$ cat src/hw/rtl/connected_component_sizes_macros.svh
// ----------------------------------------------------------------------------
// connected_component_sizes_macros.svh
// Assertion macros for the connected component sizes block.
// ----------------------------------------------------------------------------
`ifndef CONNECTED_COMPONENT_SIZES_MACROS_SVH
`define CONNECTED_COMPONENT_SIZES_MACROS_SVH
`ifndef SYNTHESIS
`define CCS_ASSERT(label, clk, rst, prop, msg) \
   label: assert property (@(posedge clk) disable iff (rst) prop) else $error(msg);
`define CCS_ASSERT_NEXT(label, clk, rst, cond, prop, msg) \
   label: assert property (@(posedge clk) disable iff (rst) cond |=> prop) else $error(msg);
`else
`define CCS_ASSERT(label, clk, rst, prop, msg)
`define CCS_ASSERT_NEXT(label, clk, rst, cond, prop, msg)
`endif
`endif

$ cat src/hw/rtl/ccs_pkg.sv
// ----------------------------------------------------------------------------
// ccs_pkg
// Shared constants and controller/datapath types.
// ----------------------------------------------------------------------------
package ccs_pkg;

   localparam int MAX_VERTICES_DEFAULT = 64;
   localparam int VERTEX_W             = 6;
   localparam int COUNT_W              = 7;
   localparam int SIZE_W               = 7;

   localparam logic [COUNT_W-1:0] VERTEX_COUNT_RESET = 7'd64;

   localparam logic KIND_EDGE = 1'b0;
   localparam logic KIND_END  = 1'b1;

   typedef struct packed {
      logic ready;
      logic adj_rd_a;
      logic adj_wr_a;
      logic adj_rd_b;
      logic adj_wr_b;
      logic root_clear;
      logic root_start;
      logic root_next;
      logic pop;
      logic adj_rd_top;
      logic load_fresh;
      logic scan_step;
      logic size_wr;
      logic lbl_rd;
      logic sz_rd;
      logic out_load;
      logic clear;
   } ccs_cmd_type;

   typedef struct packed {
      logic req_valid;
      logic req_kind;
      logic edge_ok;
      logic root_done;
      logic root_visited;
      logic sp_zero;
      logic fresh_zero;
      logic out_taken;
      logic out_last;
   } ccs_status_type;

endpackage

$ cat src/hw/rtl/ccs_ctrl.sv
// ----------------------------------------------------------------------------
// ccs_ctrl
// Sequencer for edge updates, the depth-first walk and result emission.
// ----------------------------------------------------------------------------
module ccs_ctrl (
   input  logic                    clock,
   input  logic                    reset,
   input  ccs_pkg::ccs_status_type status,
   output ccs_pkg::ccs_cmd_type    cmd
);
   import ccs_pkg::*;

   localparam logic [3:0] S_IDLE      = 4'd0;
   localparam logic [3:0] S_EDGE_RD_A = 4'd1;
   localparam logic [3:0] S_EDGE_WR_A = 4'd2;
   localparam logic [3:0] S_EDGE_RD_B = 4'd3;
   localparam logic [3:0] S_EDGE_WR_B = 4'd4;
   localparam logic [3:0] S_ROOT      = 4'd5;
   localparam logic [3:0] S_POP       = 4'd6;
   localparam logic [3:0] S_ROW       = 4'd7;
   localparam logic [3:0] S_FRESH     = 4'd8;
   localparam logic [3:0] S_SCAN      = 4'd9;
   localparam logic [3:0] S_OUT_LBL   = 4'd10;
   localparam logic [3:0] S_OUT_SZ    = 4'd11;
   localparam logic [3:0] S_OUT_LOAD  = 4'd12;
   localparam logic [3:0] S_OUT_WAIT  = 4'd13;

   logic [3:0] state_ff;
   logic [3:0] state_in;

   always_comb begin
      cmd      = '0;
      state_in = state_ff;
      case (state_ff)
         S_IDLE: begin
            cmd.ready = 1'b1;
            if (status.req_valid) begin
               if (status.req_kind == KIND_END) begin
                  cmd.root_clear = 1'b1;
                  state_in       = S_ROOT;
               end else begin
                  state_in = S_EDGE_RD_A;
               end
            end
         end
         S_EDGE_RD_A: begin
            if (status.edge_ok) begin
               cmd.adj_rd_a = 1'b1;
               state_in     = S_EDGE_WR_A;
            end else begin
               state_in = S_IDLE;
            end
         end
         S_EDGE_WR_A: begin
            cmd.adj_wr_a = 1'b1;
            state_in     = S_EDGE_RD_B;
         end
         S_EDGE_RD_B: begin
            cmd.adj_rd_b = 1'b1;
            state_in     = S_EDGE_WR_B;
         end
         S_EDGE_WR_B: begin
            cmd.adj_wr_b = 1'b1;
            state_in     = S_IDLE;
         end
         S_ROOT: begin
            if (status.root_done) begin
               cmd.root_clear = 1'b1;
               state_in       = S_OUT_LBL;
            end else if (status.root_visited) begin
               cmd.root_next = 1'b1;
            end else begin
               cmd.root_start = 1'b1;
               state_in       = S_POP;
            end
         end
         S_POP: begin
            cmd.pop  = 1'b1;
            state_in = S_ROW;
         end
         S_ROW: begin
            cmd.adj_rd_top = 1'b1;
            state_in       = S_FRESH;
         end
         S_FRESH: begin
            cmd.load_fresh = 1'b1;
            state_in       = S_SCAN;
         end
         S_SCAN: begin
            if (!status.fresh_zero) begin
               cmd.scan_step = 1'b1;
            end else if (status.sp_zero) begin
               cmd.size_wr   = 1'b1;
               cmd.root_next = 1'b1;
               state_in      = S_ROOT;
            end else begin
               state_in = S_POP;
            end
         end
         S_OUT_LBL: begin
            cmd.lbl_rd = 1'b1;
            state_in   = S_OUT_SZ;
         end
         S_OUT_SZ: begin
            cmd.sz_rd = 1'b1;
            state_in  = S_OUT_LOAD;
         end
         S_OUT_LOAD: begin
            cmd.out_load = 1'b1;
            state_in     = S_OUT_WAIT;
         end
         S_OUT_WAIT: begin
            if (status.out_taken) begin
               if (status.out_last) begin
                  cmd.clear = 1'b1;
                  state_in  = S_IDLE;
               end else begin
                  cmd.root_next = 1'b1;
                  state_in      = S_OUT_LBL;
               end
            end
         end
         default: begin
            state_in = S_IDLE;
         end
      endcase
   end

   always_ff @(posedge clock) begin
      if (reset) begin
         state_ff <= S_IDLE;
      end else begin
         state_ff <= state_in;
      end
   end
endmodule

$ cat config.mk
export PLATFORM = sky130hd
export DESIGN_NAME = ccs_ctrl
export DESIGN_NICKNAME = d
export VERILOG_FILES = /design/src/hw/rtl/connected_component_sizes_macros.svh /design/src/hw/rtl/ccs_pkg.sv /design/src/hw/rtl/ccs_ctrl.sv
export SDC_FILE = /design/constraint.sdc
export NUM_CORES = 1
export LEC_CHECK = 0
export CORE_AREA = 2 2 39 41
export CTS_CLUSTER_DIAMETER = 40
export DETAILED_ROUTE_END_ITERATION = 12
export DIE_AREA = 0 0 41 43
export DONT_BUFFER_PORTS = 1
export GPL_TIMING_DRIVEN = 0
export PLACE_DENSITY = 0.64
export RECOVER_POWER = 50
export SLEW_MARGIN = 30
export SYNTH_ARGS = -nofsm -noshare
export SYNTH_HDL_FRONTEND = slang
export SYNTH_SLANG_ARGS = --single-unit
$ cat constraint.sdc
create_clock -name clock -period 3.4 [get_ports clock]
set_input_delay 0.51 -clock clock [delete_from_list [all_inputs] [get_ports clock]]
set_output_delay 0.51 -clock clock [all_outputs]
set_load 0.005 [all_outputs]
## After elaboration in Yosys (flattened, before gate mapping)

Index checks and enable logic that the tools add are counted.

| storage, ports and cells | value |
|---|---|
| logic and storage cells | 60 |
| register bits after elaboration | 4 |

| operators by class | value |
|---|---|
| equality and inequality tests | 17 |
| muxes and demuxes | 40 |
| reductions and logical operators | 2 |

Operator list:

| operator | count |
|---|---|
| $pmux 4 s13 | 1 |
| $mux 1 | 26 |
| $eq 4x4->1 const B | 6 |
| $mux 4 | 6 |
| $eq 4x3->1 const B | 4 |
| $eq 4x2->1 const B | 2 |
| $mux 2 | 4 |
| $ne 2x2->1 const B | 3 |
| $eq 4x1->1 const B | 1 |
| $logic_not 4->1 | 1 |
| $reduce_and 4->1 | 1 |
| $mux 3 | 1 |
| $ne 3x3->1 const B | 1 |
| $pmux 1 s3 | 1 |
| $pmux 1 s2 | 1 |

## Depth between registers and ports, before layout

Gate-level depths: netlist (run 1).

| logic depth | value |
|---|---|
| depth in word-level cells | 3 |
| gate-level depth with buffers | 6 |

## Least setup slack after synthesis (run 1)

OpenSTA, ideal clock, no wires.

| path | value |
|---|---|
| path kind | in2out |
| from | input status[4] (netlist bit) |
| to | output cmd[9] (netlist bit) |
| setup slack | 1,648 ps |
| required time | 2,890 ps |
| arrival | 1,242 ps |
| cell stages on the path | 4 |
| path through | inv_1 -> or4_4 -> o31ai_1 -> or2_2 |

RTL lines:

| item | line | RTL |
|---|---|---|
| start: declaration | ccs_ctrl.sv:8 | `input ccs_pkg::ccs_status_type status,` |
| end: declaration | ccs_ctrl.sv:9 | `output ccs_pkg::ccs_cmd_type cmd` |

==> results by stage, run 1 <==
Status:
- The run finished with clean final reports.

Global routing:
- The initial antenna violation count was 0.
- The largest net degree at the start of global routing is 11.
- The via count of the first global-routing pass is 520.
- The total overflow left after global routing is 0.
- The first global-routing pass estimated 2.13 mm of wire.
- The global-route usage over all layers is 17.3%.

Timing:
- The worst setup margin is ~1.0 ns.
- The final hold slack is 0.349 ns.
- Clock skew on the completed layout was measured at 0.00142 ns.
- The max-slew violation count is 0.
- The final critical path time including I/O delays and setup is around 2.4 ns.
- The count of endpoints failing hold in the final timing report was 0.
- Setup repair after global routing left no endpoint under its margin.
- The worst slew margin relative to its limit is a little under three quarters.
- The count of final setup violators is 0.
- The setup total negative slack is 0 ns.
- The post-route fraction of the period consumed by the critical path is 69.4%.
- Static timing analysis puts the maximum clock frequency at approximately 420 MHz.
- For the pin with the worst max-slew slack, the measured transition is 0.423 ns.

Run:
- Across the run, the number of max-cap violations was 0.

Synthesis:
- The synthesized netlist contains 37 unique library cells.
- The instance count of the mapped netlist is 80.
- The net count of the mapped netlist is 91.
- The area of the mapped netlist is approximately 530 um2.
- Synthesis inferred 4 register bits.
- The yosys synthesis warning count is 0.
- Sequential cells were found to cover 15.1% of the synthesized design area.
- The average instance area after synthesis is around 6.6 um2.

Critical path:
- The type of destination of the critical path is an output port.
- The biggest fanout along the worst timing path is 10.
- The terminus of the critical flop-to-flop path is state_ff[2].
- In this run the register-to-register setup slack is around 1.6 ns.
- Walking the worst path, the cells encountered are clkbuf_1, nand2b_1, or4_1, o31ai_1, or2_2.
- The critical path is of the register to output port type.
- The buffers plus inverters on the worst setup path is 1.
- The worst setup path is launched from a register.
- The family of cells with the greatest summed delay on the critical path is simple AND/OR/NAND/NOR gates.
- On the critical path, the stage with the largest delay is an instance of or4_1.
- The number of cells on the worst reg-to-reg path is 5.
- In this design, the stage delay of the slowest critical-path cell is ~0.53 ns.
- At the worst endpoint, the arrival time is 1.85 ns.
- The startpoint identified for the worst register-to-register timing path is state_ff[2].
- The worst path required time is 2.89 ns.

Power:
- The clock network burns around a third of the power.
- The internal portion of the total power is 0.111 mW.
- The part of the total power dissipated in combinational logic is 33.1%.
- Power spread over the standard cell area amounts to 291 nW/um2.
- In this run switching power makes up about a third of total power.
- The power after layout is 0.163 mW.
- The sequential fraction of design power is between 30% and 40%.
- The static leakage is 0.193 nW.
- The worst ir drop on vdd is 0.171 mV.
- The switching power summed over all nets is 0.0516 mW.

Clock tree:
- The H-tree level count is 1.
- The clock input transition at the sequential cells of the worst setup and hold paths is 0.03 ns.
- The number of buffers on the longest clock path is 2.
- The number of buffers added to fix hold violations after cts is 0.
- The root buffer cell chosen for the clock tree is clkbuf_4.
- For the worst-skew pair, the clock arrives at the later sink with an insertion delay of 0.23 ns.
- The total CTS buffers is 3.
- The number of gates resized after CTS was 0.
- Clock tree synthesis found a total of 4 sinks.
- The CTS tree is done.
- Buffers added to address setup during post-CTS repair amount to 0.

Finish:
- In the final layout, the registers with the most flip-flops are state_ff x4.
- The library cell used most frequently in the layout, excluding fill and tap cells, is nor2_1.
- The number of flip-flops under the largest register name is 4.
- Counting the fill cells in the layout gives ~150.
- The number of diodes is 0.
- Relative to the synthesized area, the layout overhead comes to 5.67%.
- After the last flow step, the layout net total stands at 96.
- Cells fill 40.4% of the core in the end.
- The register cell area after layout is ~80 um2.
- The multi-input combinational cells in the finished layout cover a total of a little under 400 um2.
- The library cells used most frequently in the layout, excluding fill and tap cells, are nor2_1, a21oi_1, nor3_1, inv_1.
- The register with the most flip-flops in the final layout is state_ff.
- The fraction of layout cells with a size suffix above 1 is 14.5%.

Hold path:
- The origin of the worst min-delay path is reset.
- The class of the most critical hold timing path is input port to register.
- The cell depth of the worst hold path is 1.
- The path with the worst hold slack has its endpoint at state_ff[0].

Floorplan:
- The initial core utilization is 38.2%.
- The die covers 1760 um2.
- The floorplan step set the die height to 43 um.
- The horizontal die dimension is about 40 um.
- The site row count is 14.
- The floorplan core area is 1380 um2.
- The number of placed I/O pins is 28.

Placement:
- The HPWL after detailed placement is 1.17 mm.
- Routability-driven placement finished with a final weighted congestion of 0.779.
- During placement, the flow inserted port buffers numbering 0.
- Before CTS, the worst setup slack after placement is 1.57 ns.

Route:
- The number of DRC violations after detailed routing is 0.
- The aggregate routed wire length is 1.42 mm.
- The first detailed-routing pass took 4 iterations.
- The ratio of routed vias to standard cells is 5.84.
- The routed layout has 578 vias.
- The final antenna-violating net count is 0.
- After the first detailed-routing iteration, the DRC count stood at 7.
- In the final routed layout, each cell accounts on average for 14.3 um.
==> metrics by stage <==
| stage | std cells | area, um2 |
|---|---|---|
| floorplan | 80 | 529 |
| global placement | 96 | 549 |
| detailed placement | 96 | 549 |
| CTS | 99 | 572 |
| global route | 99 | 559 |
| finish | 99 | 559 |
==> routing by layer <==
metal	vias up	wire length [um]	global-route usage (%)
met4	0	0	6.00
met3	0	106	4.19
met2	14	755	28.4
met5	-	0	0
li1	297	-	-
met1	267	554	20.5
==> cell type report <==
| cell class | instances | share of cell area (%) |
|---|---|---|
| tap | 16 | 3.58 |
| buffer | 6 | 4.92 |
| multi-input combinational | 65 | 69.8 |
| inverter | 5 | 3.36 |
| clock buffer | 3 | 4.03 |
| sequential | 4 | 14.3 |
==> power by group through the flow <==
stage	logic [mW]	registers (mW)	clock network, mW
after floorplan	0.0461	0.0529	0
after global placement	0.0548	0.0534	0
after detailed placement	0.0556	0.0535	0
after CTS	0.0556	0.0528	0.0592
after global routing	0.0594	0.0534	0.0622
final	0.0538	0.0530	0.0557
==> Yosys cell counts <==
cell type | instances | area share (%)
buf_4 | 1 | 1.4
a21bo_2 | 1 | 1.9
a221oi_1 | 1 | 1.7
or4b_2 | 1 | 1.9
o22a_1 | 1 | 1.7
clkbuf_2 | 1 | 0.94
nor2b_1 | 1 | 1.2
or2_2 | 2 | 2.4
nor3_1 | 5 | 4.7
a31oi_1 | 1 | 1.2
inv_1 | 5 | 3.5
o32ai_2 | 1 | 3.1
dfxtp_1 | 4 | 15
nor4_1 | 2 | 2.4
o31ai_1 | 1 | 1.4
a21oi_1 | 6 | 5.7
o21ai_0 | 4 | 3.8
a21boi_0 | 1 | 1.4
clkbuf_1 | 3 | 2.1
nand2b_4 | 1 | 2.6
nand2b_1 | 3 | 3.5
nand3_1 | 3 | 2.8
or4_4 | 1 | 2.1
and2_4 | 1 | 1.7
nor2_1 | 13 | 9.2
nor3b_1 | 1 | 1.4
buf_2 | 1 | 0.94
and2_1 | 1 | 1.2
nand2_1 | 4 | 2.8
and3_1 | 2 | 2.4
a211oi_1 | 1 | 1.4
mux2i_1 | 1 | 1.9
nand4b_1 | 1 | 1.7
o32a_1 | 1 | 1.9
nand2b_2 | 1 | 1.7
o22ai_1 | 1 | 1.2
a2111o_1 | 1 | 2.1
==> kinds of logic after synthesis <==
group           synth area share (%)
simple gates                    45.6
compound gates                  28.4
buf+inv                         8.98
flops                           15.1
mux                             1.89
==> how the worst max path moves through the flow <==
stage | startpoint | endpoint | slack, ns | cells past startpoint
6_report | state_ff[2] | cmd[9] | 1.04 | 5
5_1_grt | state_ff[2] | cmd[9] | 0.93 | 5
4_1_cts | state_ff[0] | cmd[9] | 1.31 | 4
3_5_place_dp | state_ff[0] | cmd[9] | 1.57 | 4
3_3_place_gp | state_ff[0] | cmd[9] | 1.57 | 4
2_1_floorplan | status[4] | cmd[9] | 1.65 | 4
(Power assumes the default switching activity.)
==> run 2, diff against run 1 <==
Clock period 3.4 ns to 2.3 ns, I/O delays scaled along.
==> results by stage, run 2 (same netlist as run 1, synthesis figures left out) <==
Critical path:
- The biggest fanout along the worst timing path is 8 (-2).
- The reg2reg setup slack was 0.65 ns (-0.92 ns).
- The startpoint type of the worst setup path is a register.
- The worst path required time was 1.96 ns (-0.93 ns).
- The start-to-end type of the worst setup path is register to output port.
- The critical register-to-register path startpoint is state_ff[2].
- The type of destination of the critical path is an output port.
- The worst register-to-register path ends at state_ff[2].
- The number of cells on the worst reg-to-reg path came to 5 (unchanged).
- The critical path starts at state_ff[1].
- The data arrival time of the worst path is 1.65 ns (-0.20 ns).

Timing:
- The post-route fraction of the period consumed by the critical path is 86.6%.
- The setup total negative slack was 0 ns (unchanged).
- The final critical path time including I/O delays and setup is approximately 2 ns.
- The count of endpoints failing hold in the final timing report was 0 (unchanged).
- The count of final setup violators is 0 (unchanged).
- The worst slew margin relative to its limit is 71.7% (-0.12 points).
- Setup repair after global routing left no endpoint under its margin.
- The max-slew violation count is 0 (unchanged).
- The actual slew at the worst max-slew pin is 0.425 ns (+0.00178 ns).
- The final setup skew is 0.00142 ns (unchanged).
- For this run, the top clock speed supported by timing is 502 MHz.

Finish:
- The fill cell instance count of the final layout is 147 (unchanged).
- The net count of the finished layout is 96 (unchanged).
- The fraction of layout cells with a size suffix above 1 is 15.7% (+1.2 points).
- In the layout the commonest cells are nor2_1, a21oi_1, nor3_1, inv_1.
- The number of flip-flops under the largest register name was 4 (unchanged).
- The register cell area after layout was 80.1 um2 (unchanged).
- The area added between synthesis and finish is 7.09%.
- In the final layout, the registers with the most flip-flops are state_ff x4.
- More flip-flops sit in one register than any other, and that register is state_ff.
- The number of diodes is 0 (unchanged).
- The library cell used most frequently in the layout, excluding fill and tap cells, is nor2_1.
- The multi-input combinational cell area is 398 um2 (+1.9%).

Global routing:
- The via count of the first global-routing pass is 520 (unchanged).
- The initial antenna violation count came to 0 (unchanged).
- The sum of overflow across all layers after global routing is 0 (unchanged).
- The global-route usage over all layers came to 17.3% (unchanged).
- The largest net degree at the start of global routing is 11 (unchanged).
- The first-pass GRT wire length is 2.13 mm (unchanged).

Placement:
- The detailed placement HPWL was 1.17 mm (unchanged).
- The number of I/O port buffers was 0 (unchanged).
- The weighted congestion reported at the end of routability-driven placement came to 0.779 (unchanged).

Power:
- The power after layout is 0.243 mW (+49%).
- The static leakage is 0.195 nW (+1.1%).
- The switching power summed over all nets was 0.0769 mW (+49%).
- The part of the total power dissipated in combinational logic is 33.8% (+0.7 points).
- The worst ir drop on vdd came to 0.254 mV (+49%).
- The switching power as a share of total power is 31.7% (about the same).
- The sequential fraction of design power came to 32.3% (-0.3 points).
- The power density relative to cell area came to 428 nW/um2 (+47%).
- The internal power consumption came to 0.166 mW (+49%).
- The clock network fraction of total power is 34.0% (-0.3 points).

Clock tree:
- The clock input transition at the sequential cells of the worst setup and hold paths is 0.03 ns (about the same).
- The number of sinks handled by clock tree synthesis is 4 (unchanged).
- The worst-skew pair later-pin latency came to 0.23 ns (about the same).
- The number of buffers added to fix hold violations after cts was 0 (unchanged).
- The post-cts sizing count is 0 (unchanged).
- The total CTS buffers is 3 (unchanged).
- TritonCTS built the clock tree.
- The root buffer selected by CTS is clkbuf_4.
- The H-tree level count is 1 (unchanged).
- The count of buffers added by post-CTS timing repair for setup came to 0 (unchanged).
- The number of buffers on the longest clock path is 2 (unchanged).

Route:
- The via count is 580 (+0.35%).
- The first-pass iteration count of the detailed router is 4 (unchanged).
- The ratio of routed vias to standard cells is 5.86 (+0.35%).
- The number of DRC violations after detailed routing is 0 (unchanged).
- The number of violations reported at the end of detailed-routing iteration 0 is 8 (+1).
- The routed wirelength normalized by instance count is 14.3 um (+0.14%).
- The aggregate routed wire length is 1.42 mm (+0.14%).
- The final antenna-violating net count is 0 (unchanged).

Hold path:
- The path with the worst hold slack has its endpoint at state_ff[0].
- The cell depth of the worst hold path is 1 (unchanged).
- The origin of the worst min-delay path is reset.
- In this run the worst hold path is classified as input port to register.

Floorplan:
- The floorplan die area was 1760 um2 (unchanged).
- The initial core utilization is 38.2% (unchanged).
- The site row count is 14 (unchanged).
- The floorplan core area is 1380 um2 (unchanged).
- The number of placed I/O pins is 28 (unchanged).
- The chip height is 43 um (unchanged).
- The horizontal die dimension is 41 um (unchanged).

Status:
- The flow ran to the end, and the final reports show no timing, DRC or antenna violations.

Run:
- The count of maximum capacitance violations is 0 (unchanged).
run 2: power by group through the flow:
stage	combinational [mW]	sequential [mW]	clock, mW
floorplan	0.0682	0.0782	0
global placement	0.0810	0.0790	0
detailed placement	0.0822	0.0792	0
CTS	0.0823	0.0781	0.0875
global route	0.0903	0.0790	0.0919
finish	0.0819	0.0783	0.0824
run 2: through the flow:
stage                     instances  hold WS [ns]  area, um2  util (%)  setup slack [ns]
after floorplan                  80         0.414        529         -             0.747
after global placement           96         0.422        549      39.7             0.637
after detailed placement         96         0.422        549      39.7             0.633
after CTS                        99         0.175        572      41.3             0.376
after global routing             99         0.174        567      41.0             0.236
final                            99         0.184        567      41.0             0.309
run 2: worst max path at each step:
stage	endpoint	depth (start not counted)	slack, ns
final	cmd[9]	5	0.31
after global routing	cmd[9]	5	0.24
after CTS	cmd[9]	4	0.38
after detailed placement	cmd[9]	4	0.63
after global placement	cmd[9]	4	0.64
after floorplan	cmd[9]	4	0.75
run 2: critical path, cell delays in order, from the launching register on:
cell and delay [ns]:
dfxtp_1 0.28, clkbuf_1 0.18, nand2b_4 0.22, or4_1 0.49
o31ai_1 0.10, or2_2 0.15
run 2: layout make-up:
cell class,count,area share (%)
multi-input cells,65,70.2
well taps,16,3.53
flip-flops and latches,4,14.1
inverters,5,3.31
plain buffers,6,4.86
clock buffers,3,3.97
run 2: per-layer routing:
layer / vias to the layer above / track usage (%) / wire length, um
met5: - / 0 / 0
met4: 0 / 6.00 / 0
met1: 269 / 20.5 / 555
met3: 0 / 4.19 / 106
met2: 14 / 28.4 / 755
li1: 297 / - / -
==> run 3, diff against run 2 <==
Settings changed: ABC_AREA set to 1, PLACE_DENSITY 0.64 to 0.61, SETUP_SLACK_MARGIN set to 0.15.
==> results by stage, run 3 <==
Finish:
- The number of flip-flops under the largest register name is 4 (unchanged).
- The number of diodes is 0 (unchanged).
- The largest register by flop count is state_ff.
- The top cell types in the final layout, fill and taps aside, are inv_1, nand2_1, nor2_1.
- The fill cell instance count of the final layout is 175 (+19%).
- From synthesis to final layout, the design area changed by 5.54%.
- The finished layout cell area was 524 um2 (-7.5%).
- The fraction of layout cells with a size suffix above 1 is 10.9% (-4.8 points).
- The fraction of the core area covered by cells at the end of the flow is 37.9% (-3.1 points).
- The multi-input combinational cell area came to 308 um2 (-23%).
- The register cell area after layout came to 80.1 um2 (unchanged).
- The final cell count without fillers is 117 (+18%).
- The largest registers in the layout are state_ff x4.
- The most frequent standard cell in the layout excluding fill and tap cells is inv_1.
- The net count of the finished layout is 114 (+19%).

Synthesis:
- The area share of the largest cell type after synthesis is 17.4% (+2.3 points).
- The area of the mapped netlist came to 497 um2 (-6.1%).
- The number of synthesized flops with an enable pin came to 0 (unchanged).
- By area the synthesized netlist is led by inv_1, nand2_1, dfxtp_1, nor2_1, nand2_2.
- The count of cell types in the netlist was 15 (-59%).
- The most common flop cell mapped by yosys is dfxtp_1.
- The sequential element share of the synthesized area was 16.1% (+0.99 points).
- The instance count of the mapped netlist was 98 (+23%).
- The synthesis-stage register bit count is 4 (unchanged).
- The biggest area contributor in the post-synthesis netlist is inv_1.
- The share of async-settable or async-resettable flops after synthesis is 0% (unchanged).
- The yosys synthesis warning count is 0 (unchanged).
- The most used standard cell by instance count after synthesis is inv_1.
- The net count of the mapped netlist is 109 (+20%).
- By count the netlist is led by inv_1, nand2_1, nor2_1.
- The average instance area after synthesis is 5.07 um2 (-23%).

Power:
- The internal power consumption is 0.207 mW (+25%).
- The switching power summed over all nets is 0.197 mW (+160%).
- The part of the total power dissipated in combinational logic is 51.8% (+18 points).
- The worst ir drop on vdd was 0.394 mV (+55%).
- The switching power as a share of total power is 48.7% (+17 points).
- The clock network fraction of total power is 20.9% (-13 points).
- The sequential fraction of design power is 27.3% (-5.0 points).
- The power density relative to cell area came to 770 nW/um2 (+80%).
- The static leakage came to 0.347 nW (+78%).
- The power after layout is 0.404 mW (+66%).

Hold path:
- The cell depth of the worst hold path is 1 (unchanged).
- The origin of the worst min-delay path is reset.
- The endpoint of the worst hold-timing path is state_ff[2].
- The class of the most critical hold timing path is input port to register.

Timing:
- The upper clock frequency limit is 566 MHz (+13%).
- The final hold slack is 0.182 ns (-0.00205 ns).
- The count of final setup violators was 0 (unchanged).
- The final critical path time including I/O delays and setup is 1.77 ns (-0.223 ns).
- Setup repair after global routing left no endpoint under its margin.
- The setup total negative slack is 0 ns (unchanged).
- The worst slew margin relative to its limit is 76.9% (+5.2 points).
- The final setup skew is 0.000874 ns (-0.000550 ns).
- The worst setup margin is 0.532 ns (+0.223 ns).
- The count of endpoints failing hold in the final timing report was 0 (unchanged).
- The max-slew violation count came to 0 (unchanged).
- The actual slew at the worst max-slew pin is 0.345 ns (-0.0797 ns).
- The post-route fraction of the period consumed by the critical path is 76.9% (-9.7 points).

Critical path:
- The data arrival time of the worst path is 1.42 ns (-0.23 ns).
- The startpoint identified for the worst register-to-register timing path is state_ff[2].
- The reg2reg setup slack is 0.78 ns (+0.13 ns).
- The worst register-to-register path ends at state_ff[1].
- The cell with the largest stage delay on the worst path is dfxtp_1.
- The biggest fanout along the worst timing path is 6 (-2).
- The buffers plus inverters on the worst setup path is 1 (unchanged).
- The critical path goes through inv_1, nor2_1, nand2_1, o21ai_0.
- The delay contributed by the slowest stage of the critical path is 0.43 ns (-0.06 ns).
- The worst path required time is 1.96 ns (about the same).
- STA classifies the critical path startpoint as a register.
- The setup path with the least slack is of type register to output port.
- The worst setup path is captured at an output port.
- The number of cells on the worst reg-to-reg path is 7 (+2).
- The family of cells with the greatest summed delay on the critical path is simple AND/OR/NAND/NOR gates.

Floorplan:
- The number of placed I/O pins is 28 (unchanged).
- The floorplan core area was 1380 um2 (unchanged).
- The initial core utilization is 35.9% (-2.4 points).
- The chip height is 43 um (unchanged).
- The horizontal die dimension is 41 um (unchanged).
- The floorplan die area is 1760 um2 (unchanged).
- The site row count is 14 (unchanged).

Placement:
- The detailed placement HPWL is 997 um (-15%).
- The number of I/O port buffers is 0 (unchanged).
- The pre-CTS setup slack is 0.871 ns (+0.238 ns).
- The weighted congestion reported at the end of routability-driven placement is 0.802 (+3.0%).
- The placed instance count is 114 (+19%).
- The total placed instance area is 517 um2 (-5.9%).

Clock tree:
- The number of buffers on the longest clock path is 2 (unchanged).
- The number of buffers added to fix hold violations after cts was 0 (unchanged).
- TritonCTS built the clock tree.
- The clock input transition at the sequential cells of the worst setup and hold paths is 0.04 ns (about the same).
- The total CTS buffers is 3 (unchanged).
- The root buffer selected by CTS is clkbuf_4.
- The post-cts sizing count was 0 (unchanged).
- The count of buffers added by post-CTS timing repair for setup is 0 (unchanged).
- The worst-skew pair later-pin latency was 0.23 ns (about the same).
- The H-tree level count is 1 (unchanged).
- The number of sinks handled by clock tree synthesis is 4 (unchanged).

Run:
- The count of maximum capacitance violations is 0 (unchanged).

Status:
- The flow ran to the end, and the final reports show no timing, DRC or antenna violations.

Global routing:
- The first-pass GRT wire length is 1.97 mm (-7.8%).
- The global-route usage over all layers is 16.0% (-1.3 points).
- The largest net degree at the start of global routing was 7 (-4).
- The sum of overflow across all layers after global routing came to 0 (unchanged).
- The initial antenna violation count was 0 (unchanged).
- The via count of the first global-routing pass is 508 (-2.3%).

Route:
- The final antenna-violating net count is 0 (unchanged).
- The number of violations reported at the end of detailed-routing iteration 0 is 8 (unchanged).
- The aggregate routed wire length is 1.22 mm (-14%).
- The number of DRC violations after detailed routing is 0 (unchanged).
- The ratio of routed vias to standard cells was 4.79 (-18%).
- The via count is 560 (-3.4%).
- The routed wirelength normalized by instance count is 10.4 um (-27%).
- The first-pass iteration count of the detailed router came to 4 (unchanged).
[run 3: cell types whose count changed after synthesis, sizes merged, moves of 4 or more]
cell,change
nand2,+25
inv,+20
nor2,+10
nand2b,-5
nor3,-5
clkbuf,-4
[run 3: worst reg2reg max path, delay by kind of cell (launching register included)]
kind	cells	cell delay (ns)
compound gates	1	0.11
simple gates	5	0.76
buf+inv	1	0.10
flops	1	0.43
[run 3: layout make-up]
| type | count | area share [%] |
|---|---|---|
| clock buffer | 3 | 4.30 |
| inverter | 25 | 17.9 |
| multi-input combinational | 69 | 58.7 |
| sequential | 4 | 15.3 |
| tap | 16 | 3.82 |
[run 3: worst max path at each step]
stage           startpoint  endpoint  cells past startpoint
2_1_floorplan  state_ff[3]    cmd[9]                      4
3_3_place_gp   state_ff[3]    cmd[9]                      4
3_5_place_dp   state_ff[0]   cmd[11]                      5
4_1_cts        state_ff[0]   cmd[11]                      5
5_1_grt        state_ff[2]   cmd[11]                      4
6_report       state_ff[2]   cmd[11]                      4
[run 3: metal layers]
metal  global-route usage (%)  share of wire [%]  vias up
met2                     25.9                 51       18
met4                     6.00                  0        0
met3                     3.14                6.1        0
met1                     19.6                 42      245
li1                         -                  -      297
met5                        0                  0        -
[run 3: kinds of logic (layout without fill, tap and decap cells)]
family,Yosys count,count (layout),synth area share [%]
buffers and inverters,25,28,18.9
flip-flops,4,4,16.1
AO/OA/AOI/OAI,11,11,12.3
AND/OR/NAND/NOR,58,58,52.6
[run 3: power groups by stage]
stage / registers, mW / clock network [mW] / logic, mW
after floorplan: 0.106 / 0 / 0.185
after global placement: 0.113 / 0 / 0.219
after detailed placement: 0.112 / 0 / 0.223
after CTS: 0.111 / 0.0890 / 0.225
after global routing: 0.112 / 0.0949 / 0.244
final: 0.110 / 0.0841 / 0.209
